===== src/mhsl_pkg.sv =====
`timescale 1ns / 1ps

package mhsl_pkg;

  // Fixed point fractions: FB fraction bits, FW bits hold the value one itself
  localparam int FB = 16;
  localparam int FW = FB + 1;

  localparam logic [FW-1:0] ONE        = FW'(64'd1 << FB);
  localparam logic [FW-1:0] HALF       = FW'((64'd1 << FB) / 2);
  localparam logic [FW-1:0] THIRD      = FW'(((64'd1 << FB) + 1) / 3);
  localparam logic [FW-1:0] TWO_THIRDS = FW'((2 * (64'd1 << FB) + 1) / 3);
  localparam logic [FW-1:0] SIXTH      = FW'(((64'd1 << FB) + 3) / 6);

  // Lightness: round(num * ONE / 130050) by reciprocal multiply and correction
  localparam int NUM_W = 17;
  localparam int LK    = 18;
  localparam int RW    = FB + 2;
  localparam int PW    = NUM_W + RW;
  localparam int XW    = NUM_W + FB;
  localparam logic [NUM_W-1:0] LUM_DIV  = NUM_W'(130050);
  localparam logic [NUM_W-1:0] LUM_HALF = NUM_W'(65025);
  localparam logic [RW-1:0]    LUM_R    = RW'((64'd1 << (FB + LK)) / 64'd130050);

  // Serial divider for tint saturation and hue
  localparam int DW    = FB + 11;
  localparam int DVS_W = 11;
  localparam int CNT_W = $clog2(DW);

  // Pixel pipeline depth
  localparam int NSTG = 9;

  // Register indexes
  localparam logic [1:0] REG_TINT_RED   = 2'd0;
  localparam logic [1:0] REG_TINT_GREEN = 2'd1;
  localparam logic [1:0] REG_TINT_BLUE  = 2'd2;

  typedef struct packed {
    logic [8:0]    st;
    logic [FW-1:0] sat;
    logic [FB-1:0] t_red;
    logic [FB-1:0] t_green;
    logic [FB-1:0] t_blue;
  } tint_t;

  typedef struct packed {
    logic [7:0] red;
    logic [7:0] green;
    logic [7:0] blue;
    logic [7:0] alpha;
    logic       masked;
  } side_t;

  // round(255 * c / ONE), c at most ONE
  function automatic logic [7:0] to_byte(input logic [FW-1:0] c);
    logic [FW+8:0] s;
    logic [FW+8:0] sh;
    begin
      s  = ({c, 8'd0} - (FW + 9)'(c)) + (FW + 9)'(HALF);
      sh = s >> FB;
      to_byte = (sh > (FW + 9)'(255)) ? 8'd255 : sh[7:0];
    end
  endfunction

endpackage


===== src/mhsl_chan.sv =====
`timescale 1ns / 1ps

module mhsl_chan (
  input  logic                        clk_i,
  input  logic [mhsl_pkg::NSTG:1]     en_i,
  input  logic [mhsl_pkg::FW-1:0]     p_i,
  input  logic [mhsl_pkg::FW-1:0]     q_i,
  input  logic [mhsl_pkg::FB-1:0]     t_i,
  output logic [mhsl_pkg::FW-1:0]     v_o
);

  typedef enum logic [1:0] {
    SEL_RAMP = 2'd0,
    SEL_Q    = 2'd1,
    SEL_P    = 2'd2
  } sel_e;

  sel_e                        sel7_q, sel_d;
  logic [mhsl_pkg::FW-1:0]     p7_q, q7_q, v8_q;
  logic [2*mhsl_pkg::FW-1:0]   prod7_q;

  // Stage 7: pick the hue segment and the ramp factor
  logic [mhsl_pkg::FW-1:0] tt, x, f;
  logic [mhsl_pkg::FW+1:0] six;

  always_comb begin
    tt    = {1'b0, t_i};
    x     = '0;
    sel_d = SEL_P;
    if (tt < mhsl_pkg::SIXTH) begin
      sel_d = SEL_RAMP;
      x     = tt;
    end else if (tt < mhsl_pkg::HALF) begin
      sel_d = SEL_Q;
    end else if (tt < mhsl_pkg::TWO_THIRDS) begin
      sel_d = SEL_RAMP;
      x     = mhsl_pkg::TWO_THIRDS - tt;
    end
    six = {x, 1'b0, 1'b0} + {1'b0, x, 1'b0};
    f   = mhsl_pkg::FW'(six);
  end

  // Stage 8: channel fraction
  logic [mhsl_pkg::FW:0]     ramp;
  logic [2*mhsl_pkg::FW-1:0] rnd;
  logic [mhsl_pkg::FW-1:0]   v_d;

  always_comb begin
    rnd  = (prod7_q + (2 * mhsl_pkg::FW)'(mhsl_pkg::HALF)) >> mhsl_pkg::FB;
    ramp = {1'b0, p7_q} + (mhsl_pkg::FW + 1)'(rnd);
    if (ramp > {1'b0, mhsl_pkg::ONE}) ramp = {1'b0, mhsl_pkg::ONE};
    unique case (sel7_q)
      SEL_RAMP: v_d = mhsl_pkg::FW'(ramp);
      SEL_Q:    v_d = q7_q;
      SEL_P:    v_d = p7_q;
      default:  v_d = p7_q;
    endcase
  end

  always_ff @(posedge clk_i) begin
    if (en_i[7]) begin
      sel7_q  <= sel_d;
      p7_q    <= p_i;
      q7_q    <= q_i;
      prod7_q <= (2 * mhsl_pkg::FW)'(q_i - p_i) * (2 * mhsl_pkg::FW)'(f);
    end
    if (en_i[8]) v8_q <= v_d;
  end

  assign v_o = v8_q;

endmodule


===== config.mk =====
export PLATFORM = sky130hd
export DESIGN_NAME = mhsl_chan
export DESIGN_NICKNAME = d
export VERILOG_FILES = /design/src/mhsl_pkg.sv /design/src/mhsl_chan.sv
export SDC_FILE = /design/constraint.sdc
export NUM_CORES = 1
export LEC_CHECK = 0
export BUFFER_PORTS_ARGS = -buffer_cell sky130_fd_sc_hd__buf_2
export CELL_PAD_IN_SITES_DETAIL_PLACEMENT = 0
export CELL_PAD_IN_SITES_GLOBAL_PLACEMENT = 1
export CORE_ASPECT_RATIO = 2
export CORE_MARGIN = 2
export CORE_UTILIZATION = 54
export DETAILED_ROUTE_END_ITERATION = 8
export GPL_ROUTABILITY_DRIVEN = 0
export HOLD_SLACK_MARGIN = 0.1
export PLACE_DENSITY = 0.95
export SLEW_MARGIN = 20
export SYNTH_ARGS = -nofsm -noshare
export SYNTH_HDL_FRONTEND = slang
export SYNTH_SLANG_ARGS = --single-unit

===== constraint.sdc =====
create_clock -name clk_i -period 30.7 [get_ports clk_i]
set_input_delay 1.535 -clock clk_i [delete_from_list [all_inputs] [get_ports clk_i]]
set_output_delay 1.535 -clock clk_i [all_outputs]
set_load 0.05 [all_outputs]

==> results.toml <==
[worst_setup_path]
crit_family = "adder cells"
crit_type = "in2reg"
cp_slowest_cell = "fa_1"
arrival_ps = 12320
cpPeakStageDelay_ps = 560
required_ps = 30810
crit_path_start_kind = "primary input"
crit_path_frequent_cell = "fa_1"
crit_path_end_kind = "flip-flop"
path_max_fanout = 18
path_buf_inv = 6

[drt]
drc = 0
firstDrtPassIters = 5
final_antenna_net_count = 0
drt-wirelength-per-cell_um = 19.0
wl_um = 40700
num_vias = 12200
drt_iter0_drc = 668
routed_via_density = 5.70

[timing]
relSlewSlack_pct = 20.1
timing.hold.ws_ps = 565
tns_ps = 0
fmax_mhz = 81.9
maxSlewViolCount = 0
tightestPinTransition_ps = 1190
finalSetupViolCount = 0
hold_viol_final = 0
rsz0062_at_grt = "no"
finalCritPeriodShare_pct = 39.8
skew_ps = 8.25
fin_crit_ps = 12220

[layout]
area_delta_synth_final_pct = 8.17
fin_util_pct = 59.2
diodes = 0
fin_area_um2 = 17000
nets = 2270
multiInputGateArea_um2 = 12100
final-seq-area_um2 = 2160
drive_gt1_share_pct = 8.18
fill_cells = 2466

[yosys]
synth.area.mux_share_pct = 0.143
syn_inst = 1700
async_flop_share_pct = 0
yosysTopAreaCell = "fa_1"
synthDistinctLibCells = 63
synth_area_um2 = 15700
synth_edf_count = 72
synth_compound_area_share_pct = 9.16
synthAdderAreaFrac_pct = 47.7
synth-xor-area-share_pct = 6.21
synthesis.nets = 2191
synth_flop_cell = "edfxtp_1"
ys_seq_elements = 72
synth_top_family_by_area = "adder cells"
yosysWarnings = 0
synth-seq-area-share_pct = 13.7
synth-simple-area-share_pct = 13.3
synth_top_cells_by_area = "fa_1 36%, edfxtp_1 14%, ha_1 12%"
synth.avg_cell_area_um2 = 9.25
yosys.area.top_type_share_pct = 35.9

[clock_tree]
cts_tree = "yes"
clk_latency_ps = 360
clk_pin_slew_ps = 60
cts-hold-fix-buffers = 0
cts_setup_buffers = 0
cts_resized = 0
ctsLongestPathBuffers = 2
numCtsBuffers = 9
root_buffer = "clkbuf_16"
cts-htree-levels = 3
cts_sinks = 72

[floorplan]
start_util_pct = 54.7
coreArea_um2 = 28700
fp.dieH_um = 245
die_x_um = 125
rows = 88
ios = 77
die-area_um2 = 30600

[place]
dpl.hpwl_um = 33900
portBuffers = 69
place_area_um2 = 16700

[global_routing]
antenna_found_initial = 0
grt_pass1_wl_um = 66400
grt_max_degree = 56
grt_pass1_vias = 13400
grt_usage_pct = 27.8
grt_overflow_total = 0

[min_path]
min_path_type = "reg2reg"

[run_status]
run_status = "finished, final reports clean"

[job]
drv_cap = 0
cells in the mapped netlist (all sizes together) (20+ instances only):
library cell	instances
a21o	33
fa	282
o21ai	48
nor3	20
nand2	146
inv	357
edfxtp	72
xor2	41
ha	149
xnor2	68
a21oi	41
clkbuf	35
nor2	192
final timing paths:
path	start	end	slack, ps	cells after the start
max	t_i[3]	prod7_q[33]	18480	40
min reg2reg	q7_q[15]	v_o[15]	570	2
max reg2reg	prod7_q[17]	v_o[7]	26010	14
min	q7_q[15]	v_o[15]	570	2
cells in the final DEF, fill, tap and decap left out, types with 40 or more instances in the layout:
master / synthesis / layout
nor2_1: 192 / 192
o21ai_0: 43 / 43
nand2_1: 146 / 146
edfxtp_1: 72 / 72
fa_1: 282 / 282
xor2_1: 41 / 40
inv_1: 357 / 357
buf_2: 2 / 69
a21oi_1: 40 / 40
ha_1: 149 / 149
xnor2_1: 68 / 65
metrics by stage:
| step | worst slack [ps] | cells |
|---|---|---|
| 5_1_grt | 17800 | 2144 |
| 4_1_cts | 18550 | 2144 |
| 6_report | 18480 | 2144 |
| 2_1_floorplan | 19580 | 1700 |
| 3_5_place_dp | 18250 | 2128 |
| 3_3_place_gp | 18350 | 2128 |
cell type report:
cell class,instances,area share [%]
multi-input cells,1228,71.0
flip-flops and latches,72,12.7
inverters,360,7.94
repair buffers,108,3.75
well taps,360,2.65
clock buffers,9,1.32
clock inverters,7,0.603
worst min-delay path: stages, from the launching register on:
cell	delay (ps)
edfxtp_1	320
a22oi_1	70
o21ai_1	70
layer usage:
layer	GRT usage (%)	vias up	share of wire, %
met1	27.9	6066	33
met3	2.52	185	4.4
met2	52.5	468	54
met4	20.6	0	8.4
li1	-	5509	-
met5	0	-	0
logic make-up (layout without fill, tap and decap cells):
group	after synthesis	after routing
other	1	1
flip-flops	72	72
buffers and inverters	400	484
AO/OA/AOI/OAI	215	215
XOR/XNOR	110	110
multiplexers	2	2
AND/OR/NAND/NOR	469	469
adder cells (fa/ha/maj)	431	431
state kept, by name (all words and copies together), names as in the netlist:
signal   flops
prod7_q     19
p7_q        17
q7_q        17
v_o         17
sel7_q       2
Power is left out: the tool's default activity adds up to more than one toggle a clock period on the data nets, which glitch-free logic cannot reach.
