==> src/mhsl_pkg.sv <==
`timescale 1ns / 1ps

package mhsl_pkg;

  // Fixed point fractions: FB fraction bits, FW bits hold the value one itself
  localparam int FB = 16;
  localparam int FW = FB + 1;

  localparam logic [FW-1:0] ONE        = FW'(64'd1 << FB);
  localparam logic [FW-1:0] HALF       = FW'((64'd1 << FB) / 2);
  localparam logic [FW-1:0] THIRD      = FW'(((64'd1 << FB) + 1) / 3);
  localparam logic [FW-1:0] TWO_THIRDS = FW'((2 * (64'd1 << FB) + 1) / 3);
  localparam logic [FW-1:0] SIXTH      = FW'(((64'd1 << FB) + 3) / 6);

  // Lightness: round(num * ONE / 130050) by reciprocal multiply and correction
  localparam int NUM_W = 17;
  localparam int LK    = 18;
  localparam int RW    = FB + 2;
  localparam int PW    = NUM_W + RW;
  localparam int XW    = NUM_W + FB;
  localparam logic [NUM_W-1:0] LUM_DIV  = NUM_W'(130050);
  localparam logic [NUM_W-1:0] LUM_HALF = NUM_W'(65025);
  localparam logic [RW-1:0]    LUM_R    = RW'((64'd1 << (FB + LK)) / 64'd130050);

  // Serial divider for tint saturation and hue
  localparam int DW    = FB + 11;
  localparam int DVS_W = 11;
  localparam int CNT_W = $clog2(DW);

  // Pixel pipeline depth
  localparam int NSTG = 9;

  // Register indexes
  localparam logic [1:0] REG_TINT_RED   = 2'd0;
  localparam logic [1:0] REG_TINT_GREEN = 2'd1;
  localparam logic [1:0] REG_TINT_BLUE  = 2'd2;

  typedef struct packed {
    logic [8:0]    st;
    logic [FW-1:0] sat;
    logic [FB-1:0] t_red;
    logic [FB-1:0] t_green;
    logic [FB-1:0] t_blue;
  } tint_t;

  typedef struct packed {
    logic [7:0] red;
    logic [7:0] green;
    logic [7:0] blue;
    logic [7:0] alpha;
    logic       masked;
  } side_t;

  // round(255 * c / ONE), c at most ONE
  function automatic logic [7:0] to_byte(input logic [FW-1:0] c);
    logic [FW+8:0] s;
    logic [FW+8:0] sh;
    begin
      s  = ({c, 8'd0} - (FW + 9)'(c)) + (FW + 9)'(HALF);
      sh = s >> FB;
      to_byte = (sh > (FW + 9)'(255)) ? 8'd255 : sh[7:0];
    end
  endfunction

endpackage

==> src/mhsl_lum.sv <==
`timescale 1ns / 1ps

module mhsl_lum (
  input  logic                        clk_i,
  input  logic [mhsl_pkg::NSTG:1]     en_i,
  input  logic [7:0]                  red_i,
  input  logic [7:0]                  green_i,
  input  logic [7:0]                  blue_i,
  input  logic [8:0]                  st_i,
  output logic [mhsl_pkg::FW-1:0]     lum_o
);

  logic [mhsl_pkg::NUM_W-1:0] num1_q, num2_q, num3_q;
  logic [mhsl_pkg::PW-1:0]    prod2_q;
  logic [mhsl_pkg::FW-1:0]    q03_q, lum4_q;
  logic [mhsl_pkg::XW-1:0]    m3_q;

  // Stage 1: blended lightness numerator
  logic [7:0] mx, mn;
  logic [8:0] sb;
  logic [mhsl_pkg::NUM_W-1:0] num_d;

  always_comb begin
    mx = red_i;
    if (green_i > mx) mx = green_i;
    if (blue_i > mx) mx = blue_i;
    mn = red_i;
    if (green_i < mn) mn = green_i;
    if (blue_i < mn) mn = blue_i;
    sb = {1'b0, mx} + {1'b0, mn};
    if (st_i > 9'd255) begin
      num_d = ({sb, 8'd0} - mhsl_pkg::NUM_W'(sb))
              + mhsl_pkg::NUM_W'(mhsl_pkg::NUM_W'(9'd510 - sb)
                                 * mhsl_pkg::NUM_W'(st_i - 9'd255));
    end else begin
      num_d = mhsl_pkg::NUM_W'(sb) * mhsl_pkg::NUM_W'(st_i);
    end
  end

  // Stage 4: correct the reciprocal estimate by up to two
  logic [mhsl_pkg::XW-1:0] x4, r4;
  logic [mhsl_pkg::FW:0]   lum_d;

  always_comb begin
    x4 = (mhsl_pkg::XW'(num3_q) << mhsl_pkg::FB) + mhsl_pkg::XW'(mhsl_pkg::LUM_HALF);
    r4 = x4 - m3_q;
    lum_d = {1'b0, q03_q};
    if (r4 >= (mhsl_pkg::XW'(mhsl_pkg::LUM_DIV) << 1)) lum_d = lum_d + 2'd2;
    else if (r4 >= mhsl_pkg::XW'(mhsl_pkg::LUM_DIV)) lum_d = lum_d + 2'd1;
    if (lum_d > {1'b0, mhsl_pkg::ONE}) lum_d = {1'b0, mhsl_pkg::ONE};
  end

  always_ff @(posedge clk_i) begin
    if (en_i[1]) num1_q <= num_d;
    if (en_i[2]) begin
      num2_q  <= num1_q;
      prod2_q <= mhsl_pkg::PW'(num1_q) * mhsl_pkg::PW'(mhsl_pkg::LUM_R);
    end
    if (en_i[3]) begin
      num3_q <= num2_q;
      q03_q  <= mhsl_pkg::FW'(prod2_q >> mhsl_pkg::LK);
      m3_q   <= mhsl_pkg::XW'(mhsl_pkg::FW'(prod2_q >> mhsl_pkg::LK))
                * mhsl_pkg::XW'(mhsl_pkg::LUM_DIV);
    end
    if (en_i[4]) lum4_q <= mhsl_pkg::FW'(lum_d);
  end

  assign lum_o = lum4_q;

endmodule

==> config.mk <==
export PLATFORM = sky130hd
export DESIGN_NAME = mhsl_lum
export DESIGN_NICKNAME = d
export VERILOG_FILES = /design/src/mhsl_pkg.sv /design/src/mhsl_lum.sv
export SDC_FILE = /design/constraint.sdc
export NUM_CORES = 1
export LEC_CHECK = 0
export BUFFER_PORTS_ARGS = -buffer_cell sky130_fd_sc_hd__clkbuf_2
export CORE_MARGIN = 5
export CORE_UTILIZATION = 65
export DETAILED_ROUTE_END_ITERATION = 16
export PLACE_DENSITY = 0.83
export SLEW_MARGIN = 20
export SYNTH_ARGS = -nofsm -noshare
export SYNTH_HDL_FRONTEND = slang
export SYNTH_SLANG_ARGS = --single-unit
==> constraint.sdc <==
create_clock -name clk_i -period 12.97 [get_ports clk_i]
set_input_delay 0.6485 -clock clk_i [delete_from_list [all_inputs] [get_ports clk_i]]
set_output_delay 0.6485 -clock clk_i [all_outputs]
set_load 0.01 [all_outputs]
==> impl_results.md <==
- Total negative slack for setup checks: 0 ps
- Proportion of netlist area held by the largest area contributor: 0.226
- Share of post-route cells with drive strength above 1: 0.0638
- Storage element area: roughly 3800 sq um
- Number of instances in the synthesized netlist: around 2000
- Achievable Freq: 82.4 MHz
- Total of flip-flops plus latches after synthesis: roughly 130
- Path type of the worst setup path: primary input to flip-flop
- Total die area: about 34000 sq um
- Maximum cell stage delay along the critical path: 710 ps
- Max-slew violation count: 0
- Number of nets in the synthesized netlist: between 2000 and 3000
- Total number of clock tree sinks: between 100 and 150
- Share of synthesized area occupied by flip-flops and latches: 0.192
- Clk pin slew, worst setup/hold paths: around 60 ps
- Worst R2R Start: prod2_q[21]$_DFFE_PP_
- Count of nets left with antenna violations after detail routing: 0
- Clock buffer depth: 2
- Cell class contributing the biggest share of worst-path delay: compound AO/OA/AOI/OAI gates
- Number of global-route vias before repair: between 15000 and 20000
- Pin count of the biggest net entering global routing: between 50 and 60
- Initial core utilization: 0.659
- Synthesis-to-finish area growth: 6.47%
- Worst Hold Path Cells: 0
- Post-layout nets: approximately 2700
- Worst min-delay path class: flip-flop to flip-flop
- Post-synthesis cell type count: 73
- Routed wire per std cell: between 15 and 20 um
- Required time reported for the critical path endpoint: ~13000 ps
- Die height: ~180 um
- Largest area contributor in the netlist: sky130_fd_sc_hd__ha_1
- Worst Hold Path EP: num3_q[15]$_DFFE_PP_
- Violation count after the first detailed-routing iteration: roughly 1200
- Library cell appearing most often on the critical path: sky130_fd_sc_hd__inv_1
- Buffer cell driving the clock tree root: sky130_fd_sc_hd__clkbuf_16
- Dominant register cell in the synthesized netlist: sky130_fd_sc_hd__edfxtp_1
- DP Wirelength: 36.4 mm
- Hold Path Origin: num2_q[15]$_DFFE_PP_
- FILL cells: 2113
- Critical path data arrival time: 12280 ps
- Final critical-path share of the clock period: 0.936
- Count of max-cap constraint violations: 0
- Total CTS buffers: 17
- Postcts setup bufs: 0
- Detailed-route DRC error count: 0
- Core box area: 29700 sq um
- H-tree levels: 4
- Clock insertion delay at the later pin of the skew report: 420 ps
- Commonest cells in the netlist: 378 x sky130_fd_sc_hd__inv_1, 353 x sky130_fd_sc_hd__ha_1, 216 x sky130_fd_sc_hd__fa_1
- CTS Hold Bufs: 0
- Reg2Reg Capture Point: m3_q[32]$_DFFE_PP_
- Tot GR Track Use: 0.280
- Post-layout minimum cycle time: about 12000 ps
- Number of antenna violations at the first check in global routing: 0
- Setup violation total in the final timing report: 0
- Least-Margin Pin Slew: roughly 1200 ps
- IO Pins: 60
- Largest driver fanout on the critical path: 15
- Dominant cell by count in the synthesized netlist: sky130_fd_sc_hd__inv_1
- Via count of the routed design: 14603
- Kind of capture point of the worst setup path: flip-flop
- Async set or reset register ratio after synthesis: 0
- Row cnt: 63
- Ant diodes: 0
- Area of the multi-input gates: around 14000 sq um
- Hold violation count in the final report: 0
- Die span in x: between 150 and 200 um
- Setup repair after global routing missed its margin: no
- Via density: 5.98
- Ys Warns: 0
- First-pass GRT wire length: 76.0 mm
- Global route overflow: 0
- CTS tree: built
- DR pass1 iterations: 5
- Count of flip-flops with a built-in enable after synthesis: between 100 and 150
- Worst-case register-to-register setup slack: between 6000 and 7000 ps
- Routability Congestion: a little over 0.9
- Detailed-route wire length: approximately 45 mm
- Final worst clock skew: 12.5 ps
- Worst-case headroom to the max-slew limit: 0.192
- Slowest stage cell, crit path: sky130_fd_sc_hd__a2111oi_0
- Result of the run: finished, final reports clean
- Synthesized area per cell: between 9 and 10 sq um
- Reg2reg path depth: 20
- Critical Path Stages: 50
- Cts repair resizes: 0
- Cell area after synthesis: between 15000 and 20000 sq um
- Worst Setup Start Kind: primary input
- Top post-synthesis cells by area: sky130_fd_sc_hd__ha_1 23%, sky130_fd_sc_hd__fa_1 22%, sky130_fd_sc_hd__edfxtp_1 19%
- Total of buffers placed on input and output ports: 54
- CP bufs+invs: 9
per-layer routing:
layer  track usage  vias up  wire length, um  share of wire
met4        0.0724        0             1080          0.024
met5             0        -                0              0
met3        0.0463       95             3120          0.069
li1              -     6779                -              -
met1         0.374     7180            18800           0.42
met2         0.479      549            22300           0.49
through the flow:
stage                     area [sq um]  utilization  cells  setup slack [ps]  hold slack [ps]
after detailed placement         20300        0.682   2412               435              405
after global placement           20300        0.682   2412               868              402
after global routing             20800        0.701   2444              81.0              427
final                            20800        0.701   2444               827              420
after CTS                        20800        0.701   2444               832              420
after floorplan                  19600            -   1998              1730              400
area by class of cell:
| type | instances | area share |
|---|---|---|
| inverter | 379 | 0.0683 |
| tap | 390 | 0.0234 |
| clock buffer | 17 | 0.0204 |
| timing repair buffer | 70 | 0.0187 |
| multi-input combinational | 1448 | 0.682 |
| sequential | 125 | 0.180 |
| clock inverter | 15 | 0.00721 |
sequential cells by signal, summed over array words and instances, names as in the netlist:
signal	cells
m3_q	23
num1_q	17
num2_q	17
prod2_q	17
num3_q	17
q03_q	17
lum_o	17
worst max path at each step:
stage | endpoint | from
after floorplan | num1_q[16]$_DFFE_PP_ | red_i[1]
after global placement | num1_q[16]$_DFFE_PP_ | red_i[1]
after detailed placement | num1_q[16]$_DFFE_PP_ | red_i[1]
after CTS | num1_q[16]$_DFFE_PP_ | red_i[1]
after global routing | num1_q[16]$_DFFE_PP_ | red_i[1]
final | num1_q[16]$_DFFE_PP_ | red_i[1]
logic make-up after synthesis:
| logic type | Yosys count | synth area share |
|---|---|---|
| DFF | 125 | 0.192 |
| adders and majority gates | 569 | 0.447 |
| xor gates and xnor gates | 110 | 0.0492 |
| muxes | 36 | 0.0189 |
| AOI/OAI and AO/OA | 282 | 0.0958 |
| and+or+nand+nor | 451 | 0.115 |
| buffers and inverters | 425 | 0.0824 |
worst register-to-register path: stages (launching register included):
cell                       delay, ps
sky130_fd_sc_hd__edfxtp_1        560
sky130_fd_sc_hd__fa_1            660
sky130_fd_sc_hd__inv_1            80
sky130_fd_sc_hd__fa_1            500
sky130_fd_sc_hd__fa_1            550
sky130_fd_sc_hd__inv_1            50
sky130_fd_sc_hd__fa_1            560
sky130_fd_sc_hd__fa_1            430
sky130_fd_sc_hd__ha_1            310
sky130_fd_sc_hd__ha_1            340
sky130_fd_sc_hd__inv_1            80
sky130_fd_sc_hd__o21bai_1         90
sky130_fd_sc_hd__a21oi_1         230
sky130_fd_sc_hd__o21bai_1         90
sky130_fd_sc_hd__a21oi_1         300
sky130_fd_sc_hd__o2111a_1        290
sky130_fd_sc_hd__o31ai_1         110
sky130_fd_sc_hd__o41ai_1         450
sky130_fd_sc_hd__o21bai_1        130
sky130_fd_sc_hd__a21oi_1         190
sky130_fd_sc_hd__xnor2_1         100
layout by cell type (no fill, tap or decap), drive strengths merged, types with 22 or more instances in the layout:
| master | instances |
|---|---|
| ha | 353 |
| a21oi | 93 |
| inv | 379 |
| nand3 | 35 |
| nor3 | 33 |
| xor2 | 23 |
| clkbuf | 71 |
| mux2i | 28 |
| o21ai | 42 |
| fa | 216 |
| nand2 | 147 |
| nor2b | 22 |
| and2 | 52 |
| edfxtp | 125 |
| xnor2 | 87 |
| nor2 | 71 |
Power is not shown: default switching activity piles up to over one toggle a cycle in this logic, so the estimate is an artifact.
