$ cat config.mk
export PLATFORM = sky130hd
export DESIGN_NAME = mhsl_tint
export DESIGN_NICKNAME = d
export VERILOG_FILES = /design/src/mhsl_pkg.sv /design/src/mhsl_tint.sv
export SDC_FILE = /design/constraint.sdc
export NUM_CORES = 1
export LEC_CHECK = 0
export ABC_AREA = 0
export BUFFER_PORTS_ARGS = -buffer_cell sky130_fd_sc_hd__buf_2
export CORE_MARGIN = 5
export CORE_UTILIZATION = 60
export DETAILED_ROUTE_END_ITERATION = 12
export MAX_ROUTING_LAYER = met4
export PLACE_DENSITY = 0.79
export SLEW_MARGIN = 20
export SYNTH_ARGS = -nofsm -noshare
export SYNTH_HDL_FRONTEND = slang
export SYNTH_SLANG_ARGS = --single-unit
$ cat constraint.sdc
create_clock -name clk_i -period 10.9 [get_ports clk_i]
set_clock_uncertainty 0.1 [all_clocks]
set_input_delay 0.545 -clock clk_i [delete_from_list [all_inputs] [get_ports clk_i]]
set_output_delay 0.545 -clock clk_i [all_outputs]
set_load 0.005 [all_outputs]
$ cat src/mhsl_pkg.sv
`timescale 1ns / 1ps

package mhsl_pkg;

  // Fixed point fractions: FB fraction bits, FW bits hold the value one itself
  localparam int FB = 16;
  localparam int FW = FB + 1;

  localparam logic [FW-1:0] ONE        = FW'(64'd1 << FB);
  localparam logic [FW-1:0] HALF       = FW'((64'd1 << FB) / 2);
  localparam logic [FW-1:0] THIRD      = FW'(((64'd1 << FB) + 1) / 3);
  localparam logic [FW-1:0] TWO_THIRDS = FW'((2 * (64'd1 << FB) + 1) / 3);
  localparam logic [FW-1:0] SIXTH      = FW'(((64'd1 << FB) + 3) / 6);

  // Lightness: round(num * ONE / 130050) by reciprocal multiply and correction
  localparam int NUM_W = 17;
  localparam int LK    = 18;
  localparam int RW    = FB + 2;
  localparam int PW    = NUM_W + RW;
  localparam int XW    = NUM_W + FB;
  localparam logic [NUM_W-1:0] LUM_DIV  = NUM_W'(130050);
  localparam logic [NUM_W-1:0] LUM_HALF = NUM_W'(65025);
  localparam logic [RW-1:0]    LUM_R    = RW'((64'd1 << (FB + LK)) / 64'd130050);

  // Serial divider for tint saturation and hue
  localparam int DW    = FB + 11;
  localparam int DVS_W = 11;
  localparam int CNT_W = $clog2(DW);

  // Pixel pipeline depth
  localparam int NSTG = 9;

  // Register indexes
  localparam logic [1:0] REG_TINT_RED   = 2'd0;
  localparam logic [1:0] REG_TINT_GREEN = 2'd1;
  localparam logic [1:0] REG_TINT_BLUE  = 2'd2;

  typedef struct packed {
    logic [8:0]    st;
    logic [FW-1:0] sat;
    logic [FB-1:0] t_red;
    logic [FB-1:0] t_green;
    logic [FB-1:0] t_blue;
  } tint_t;

  typedef struct packed {
    logic [7:0] red;
    logic [7:0] green;
    logic [7:0] blue;
    logic [7:0] alpha;
    logic       masked;
  } side_t;

  // round(255 * c / ONE), c at most ONE
  function automatic logic [7:0] to_byte(input logic [FW-1:0] c);
    logic [FW+8:0] s;
    logic [FW+8:0] sh;
    begin
      s  = ({c, 8'd0} - (FW + 9)'(c)) + (FW + 9)'(HALF);
      sh = s >> FB;
      to_byte = (sh > (FW + 9)'(255)) ? 8'd255 : sh[7:0];
    end
  endfunction

endpackage

$ cat src/mhsl_tint.sv
`timescale 1ns / 1ps

module mhsl_tint (
  input  logic                  clk_i,
  input  logic                  rst_ni,
  input  logic                  cfg_we_i,
  input  logic [1:0]            cfg_idx_i,
  input  logic [7:0]            cfg_data_i,
  output mhsl_pkg::tint_t       tint_o,
  output logic                  busy_o
);

  typedef enum logic [3:0] {
    ST_IDLE = 4'b0001,
    ST_LOAD = 4'b0010,
    ST_SAT  = 4'b0100,
    ST_HUE  = 4'b1000
  } state_e;

  state_e state_q, state_d;

  logic [7:0] tr_q, tg_q, tb_q;
  mhsl_pkg::tint_t tint_q;

  logic [mhsl_pkg::DW-1:0]    dvd_q;
  logic [mhsl_pkg::DVS_W-1:0] dvs_q;
  logic [mhsl_pkg::DVS_W-1:0] rem_q;
  logic [mhsl_pkg::FW-1:0]    quot_q;
  logic [mhsl_pkg::CNT_W-1:0] cnt_q;

  // Tint max/min, difference and sum
  logic [7:0]  mx, mn, d;
  logic [8:0]  st, den;
  logic [10:0] d6;
  logic signed [11:0] n_s;
  logic [mhsl_pkg::DW-1:0] sat_dvd, hue_dvd;

  always_comb begin
    mx = tr_q;
    if (tg_q > mx) mx = tg_q;
    if (tb_q > mx) mx = tb_q;
    mn = tr_q;
    if (tg_q < mn) mn = tg_q;
    if (tb_q < mn) mn = tb_q;
    d   = mx - mn;
    st  = {1'b0, mx} + {1'b0, mn};
    den = (st > 9'd255) ? (9'd510 - st) : st;
    d6  = ({3'b0, d} << 2) + ({3'b0, d} << 1);
    // hue sector numerator in sixths of d
    if (mx == tr_q) begin
      n_s = $signed({4'b0, tg_q}) - $signed({4'b0, tb_q});
      if (tg_q < tb_q) n_s = n_s + $signed({1'b0, d6});
    end else if (mx == tg_q) begin
      n_s = $signed({4'b0, tb_q}) - $signed({4'b0, tr_q}) + $signed({3'b0, d, 1'b0});
    end else begin
      n_s = $signed({4'b0, tr_q}) - $signed({4'b0, tg_q}) + $signed({2'b0, d, 2'b0});
    end
    sat_dvd = (mhsl_pkg::DW'(d) << mhsl_pkg::FB) + mhsl_pkg::DW'(den >> 1);
    hue_dvd = (mhsl_pkg::DW'(n_s[10:0]) << mhsl_pkg::FB)
              + mhsl_pkg::DW'(({2'b0, d} << 1) + {2'b0, d});
  end

  // One restoring step a cycle
  logic [mhsl_pkg::DVS_W:0]   rem_sh;
  logic                       ge;
  logic [mhsl_pkg::DVS_W-1:0] rem_nx;
  logic [mhsl_pkg::FW-1:0]    q_fin;
  logic                       last;

  always_comb begin
    rem_sh = {rem_q, dvd_q[mhsl_pkg::DW-1]};
    ge     = rem_sh >= {1'b0, dvs_q};
    rem_nx = ge ? mhsl_pkg::DVS_W'(rem_sh - {1'b0, dvs_q}) : mhsl_pkg::DVS_W'(rem_sh);
    q_fin  = {quot_q[mhsl_pkg::FW-2:0], ge};
    last   = cnt_q == mhsl_pkg::CNT_W'(mhsl_pkg::DW - 1);
  end

  always_comb begin
    state_d = state_q;
    if (cfg_we_i) begin
      state_d = ST_LOAD;
    end else begin
      unique case (state_q)
        ST_IDLE: state_d = ST_IDLE;
        ST_LOAD: state_d = (d == 8'd0) ? ST_IDLE : ST_SAT;
        ST_SAT:  state_d = last ? ST_HUE : ST_SAT;
        ST_HUE:  state_d = last ? ST_IDLE : ST_HUE;
        default: state_d = ST_IDLE;
      endcase
    end
  end

  // Control state and tint results
  always_ff @(posedge clk_i or negedge rst_ni) begin
    if (!rst_ni) begin
      state_q        <= ST_IDLE;
      tr_q           <= '0;
      tg_q           <= '0;
      tb_q           <= '0;
      cnt_q          <= '0;
      tint_q.st      <= '0;
      tint_q.sat     <= '0;
      tint_q.t_green <= '0;
      tint_q.t_red   <= mhsl_pkg::FB'(mhsl_pkg::THIRD);
      tint_q.t_blue  <= mhsl_pkg::FB'(mhsl_pkg::ONE - mhsl_pkg::THIRD);
    end else begin
      state_q <= state_d;
      if (cfg_we_i) begin
        unique case (cfg_idx_i)
          mhsl_pkg::REG_TINT_RED:   tr_q <= cfg_data_i;
          mhsl_pkg::REG_TINT_GREEN: tg_q <= cfg_data_i;
          mhsl_pkg::REG_TINT_BLUE:  tb_q <= cfg_data_i;
          default: ;
        endcase
      end else begin
        unique case (state_q)
          ST_LOAD: begin
            tint_q.st <= st;
            cnt_q     <= '0;
            if (d == 8'd0) begin
              tint_q.sat     <= '0;
              tint_q.t_green <= '0;
              tint_q.t_red   <= mhsl_pkg::FB'(mhsl_pkg::THIRD);
              tint_q.t_blue  <= mhsl_pkg::FB'(mhsl_pkg::ONE - mhsl_pkg::THIRD);
            end
          end
          ST_SAT: begin
            cnt_q <= last ? '0 : cnt_q + 1'b1;
            if (last) tint_q.sat <= q_fin;
          end
          ST_HUE: begin
            cnt_q <= last ? '0 : cnt_q + 1'b1;
            if (last) begin
              tint_q.t_green <= q_fin[mhsl_pkg::FB-1:0];
              tint_q.t_red   <= mhsl_pkg::FB'({1'b0, q_fin[mhsl_pkg::FB-1:0]}
                                              + mhsl_pkg::THIRD);
              tint_q.t_blue  <= mhsl_pkg::FB'({1'b0, q_fin[mhsl_pkg::FB-1:0]}
                                              + mhsl_pkg::ONE - mhsl_pkg::THIRD);
            end
          end
          default: ;
        endcase
      end
    end
  end

  // Divider datapath
  always_ff @(posedge clk_i) begin
    if (state_q == ST_LOAD) begin
      dvd_q  <= sat_dvd;
      dvs_q  <= mhsl_pkg::DVS_W'(den);
      rem_q  <= '0;
      quot_q <= '0;
    end else if (state_q == ST_SAT && last) begin
      dvd_q  <= hue_dvd;
      dvs_q  <= d6;
      rem_q  <= '0;
      quot_q <= '0;
    end else begin
      dvd_q  <= dvd_q << 1;
      rem_q  <= rem_nx;
      quot_q <= q_fin;
    end
  end

  assign tint_o = tint_q;
  assign busy_o = state_q != ST_IDLE;

endmodule

==> run metrics <==
Setup crit end dvd_q[26]; Synth top area share a little under a fifth; DIE HEIGHT 152 um; GRT overflow 0; Max Freq slightly above 0.1 GHz; global-route wire length before repair 54,400 um; Synth area leader dfrtp_1; Critical path origin tg_q[1]; R2R Path End dvd_q[26]; clk sinks 171; post-CTS sizing 0; wire per inst slightly below 20 um; largest cells by area after synthesis dfrtp_1 18%, ha_1 11%, dfxtp_1 9.2%; Clock Tree Root clkbuf_16; async set-or-reset flop fraction in the synthesized netlist 62.0%; H-Tree Depth 4; Post-DP HPWL around 25,000 um; vias in the first global route between 10,000 and 15,000; crit end category register; Starting Density about three fifths; worst-path fanout max 15; largest net degree at the start of global routing between 50 and 60; crit path time final about 10 ns; R2R depth 38; Synth Register Bits 171; number of iterations in the first detailed-routing pass 5; Core ar. 20,000 um2; Max stage delay cell, worst path o21ai_1; max incr delay on CP 0.82 ns; RR Startpoint tg_q[1]; Skew-Pair Late Insertion Delay 0.44 ns; CTS tree done; Total Wirelength 33,600 um; Final setup viols 0; Max-cap violations 0; Final Cell Area roughly 13,000 um2; RSZ-0062 raised after global routing false; hold crit path type in2async; Post-synth top cells 113 x nand2_1, 107 x ha_1, 99 x nor2_1, 96 x a21oi_1; total track usage 29.7%; mean post-synth cell area 8.84 um2; Die Area 23,200 um2; CTS clk-pin slew, worst paths roughly 0.08 ns; Slew @ Worst Pin ~1.0 ns; area grow syn2layout 9.69%; placed instance area approximately 13,000 um2; Worst Setup Start Kind register; DRT antenna net count 0; Chip Width 152 um; setup_tns 0 ns; sequential element share of the synthesized area 33.5%; initial antenna violation count 0; Synth warnings 0; critical path type reg2reg; Post-CTS Setup Bufs 0; routed vias/inst 6.19; Final Hold Fails 0; R2R Setup Slk 1.06 ns; via count 10,548; outcome completed; Netlist cell types 84; # port buffers 87; post-layout util 66.4%; crit path DAT 10.11 ns; Placement Rows 52; share of cells above drive strength 1 13.8%; Final #Nets 1,552; antenna cells 0; Req. time, crit path 11.17 ns; # hold bufs at CTS 0; top_reg_cell synth dfrtp_1; count leader, synth nand2_1; Post-Syn Area between 10,000 and 15,000 um2; I/O Pins 88; Tcrit/Tclk final between 90% and 100%; DRC 0; Max-Slew Margin vs Limit 31.0%; Final Slew Violations 0; GP Congestion 1.07; clk buf depth 2; Initial DRC Count 833; Mapped Nets about 1,500; Mapped Cells 1,372; Post-synth EDFFs 9; CTS buffer count 17
worst max-delay path: cells and delay by family, from the launching register on:
family	cells	cell delay (ns)
compound gates	18	4.69
xor+xnor	2	0.44
mux	1	0.34
flops	1	0.61
buf+inv	5	0.65
fa+ha+maj	6	1.86
simple gates	6	1.07
worst min-delay path by stage:
| stage | depth (start not counted) | to | slack (ns) |
|---|---|---|---|
| 2_1_floorplan | 0 | cnt_q[0] | 0.15 |
| 5_1_grt | 1 | tint_o[16] | 0.07 |
| 3_5_place_dp | 2 | dvd_q[9] | 0.33 |
| 4_1_cts | 1 | tint_o[16] | 0.04 |
| 3_3_place_gp | 2 | dvd_q[9] | 0.31 |
| 6_report | 1 | tint_o[16] | 0.02 |
stage by stage:
step	cells	setup WS, ns	hold slack [ns]
6_report	1705	1.06	0.0246
3_3_place_gp	1673	1.53	0.308
3_5_place_dp	1673	1.38	0.327
2_1_floorplan	1372	2.97	0.149
5_1_grt	1705	0.348	0.0696
4_1_cts	1705	1.25	0.0374
routing by layer:
metal / GRT usage [%] / part of all wire (%) / vias to the layer above
met4: 11.7 / 3.8 / 0
met3: 5.17 / 6.3 / 85
met2: 49.1 / 48 / 400
li1: - / - / 5020
met5: - / 0 / -
met1: 36.3 / 41 / 5043
state kept, by name (all words and copies together), names as in the netlist:
register	count
tb_q	8
quot_q	16
dvd_q	27
tg_q	8
cnt_q	5
rem_q	11
tint_o	73
tr_q	8
state_q	4
dvs_q	11
layout by cell type (no fill, tap or decap), drive strengths merged, types with 21 or more instances in the layout:
master,n
nand2,113
ha,107
o21ai,105
nor2,103
inv,102
a21oi,99
buf,98
dfrtp,89
xnor2,63
dfxtp,56
xor2,30
a21o,29
a22o,28
nand3,25
and3,25
mux2i,25
mux2,21
logic make-up after synthesis:
family | synth area share, %
buffers and inverters | 5.25
multiplexers | 4.01
flip-flops | 33.5
AO/OA/AOI/OAI | 23.2
AND/OR/NAND/NOR | 14.6
adder cells (fa/ha/maj) | 12.7
XOR/XNOR | 6.72
final cells by class:
cell class	instances	area [um2]
timing repair buffer	98	520
tap	270	338
clock inverter	15	151
clock buffer	17	425
sequential	171	4070
inverter	95	357
multi-input combinational	1039	7440
fill	1677	6740
Power is left out: the tool's default activity adds up to more than one toggle a clock period on the data nets, which glitch-free logic cannot reach.
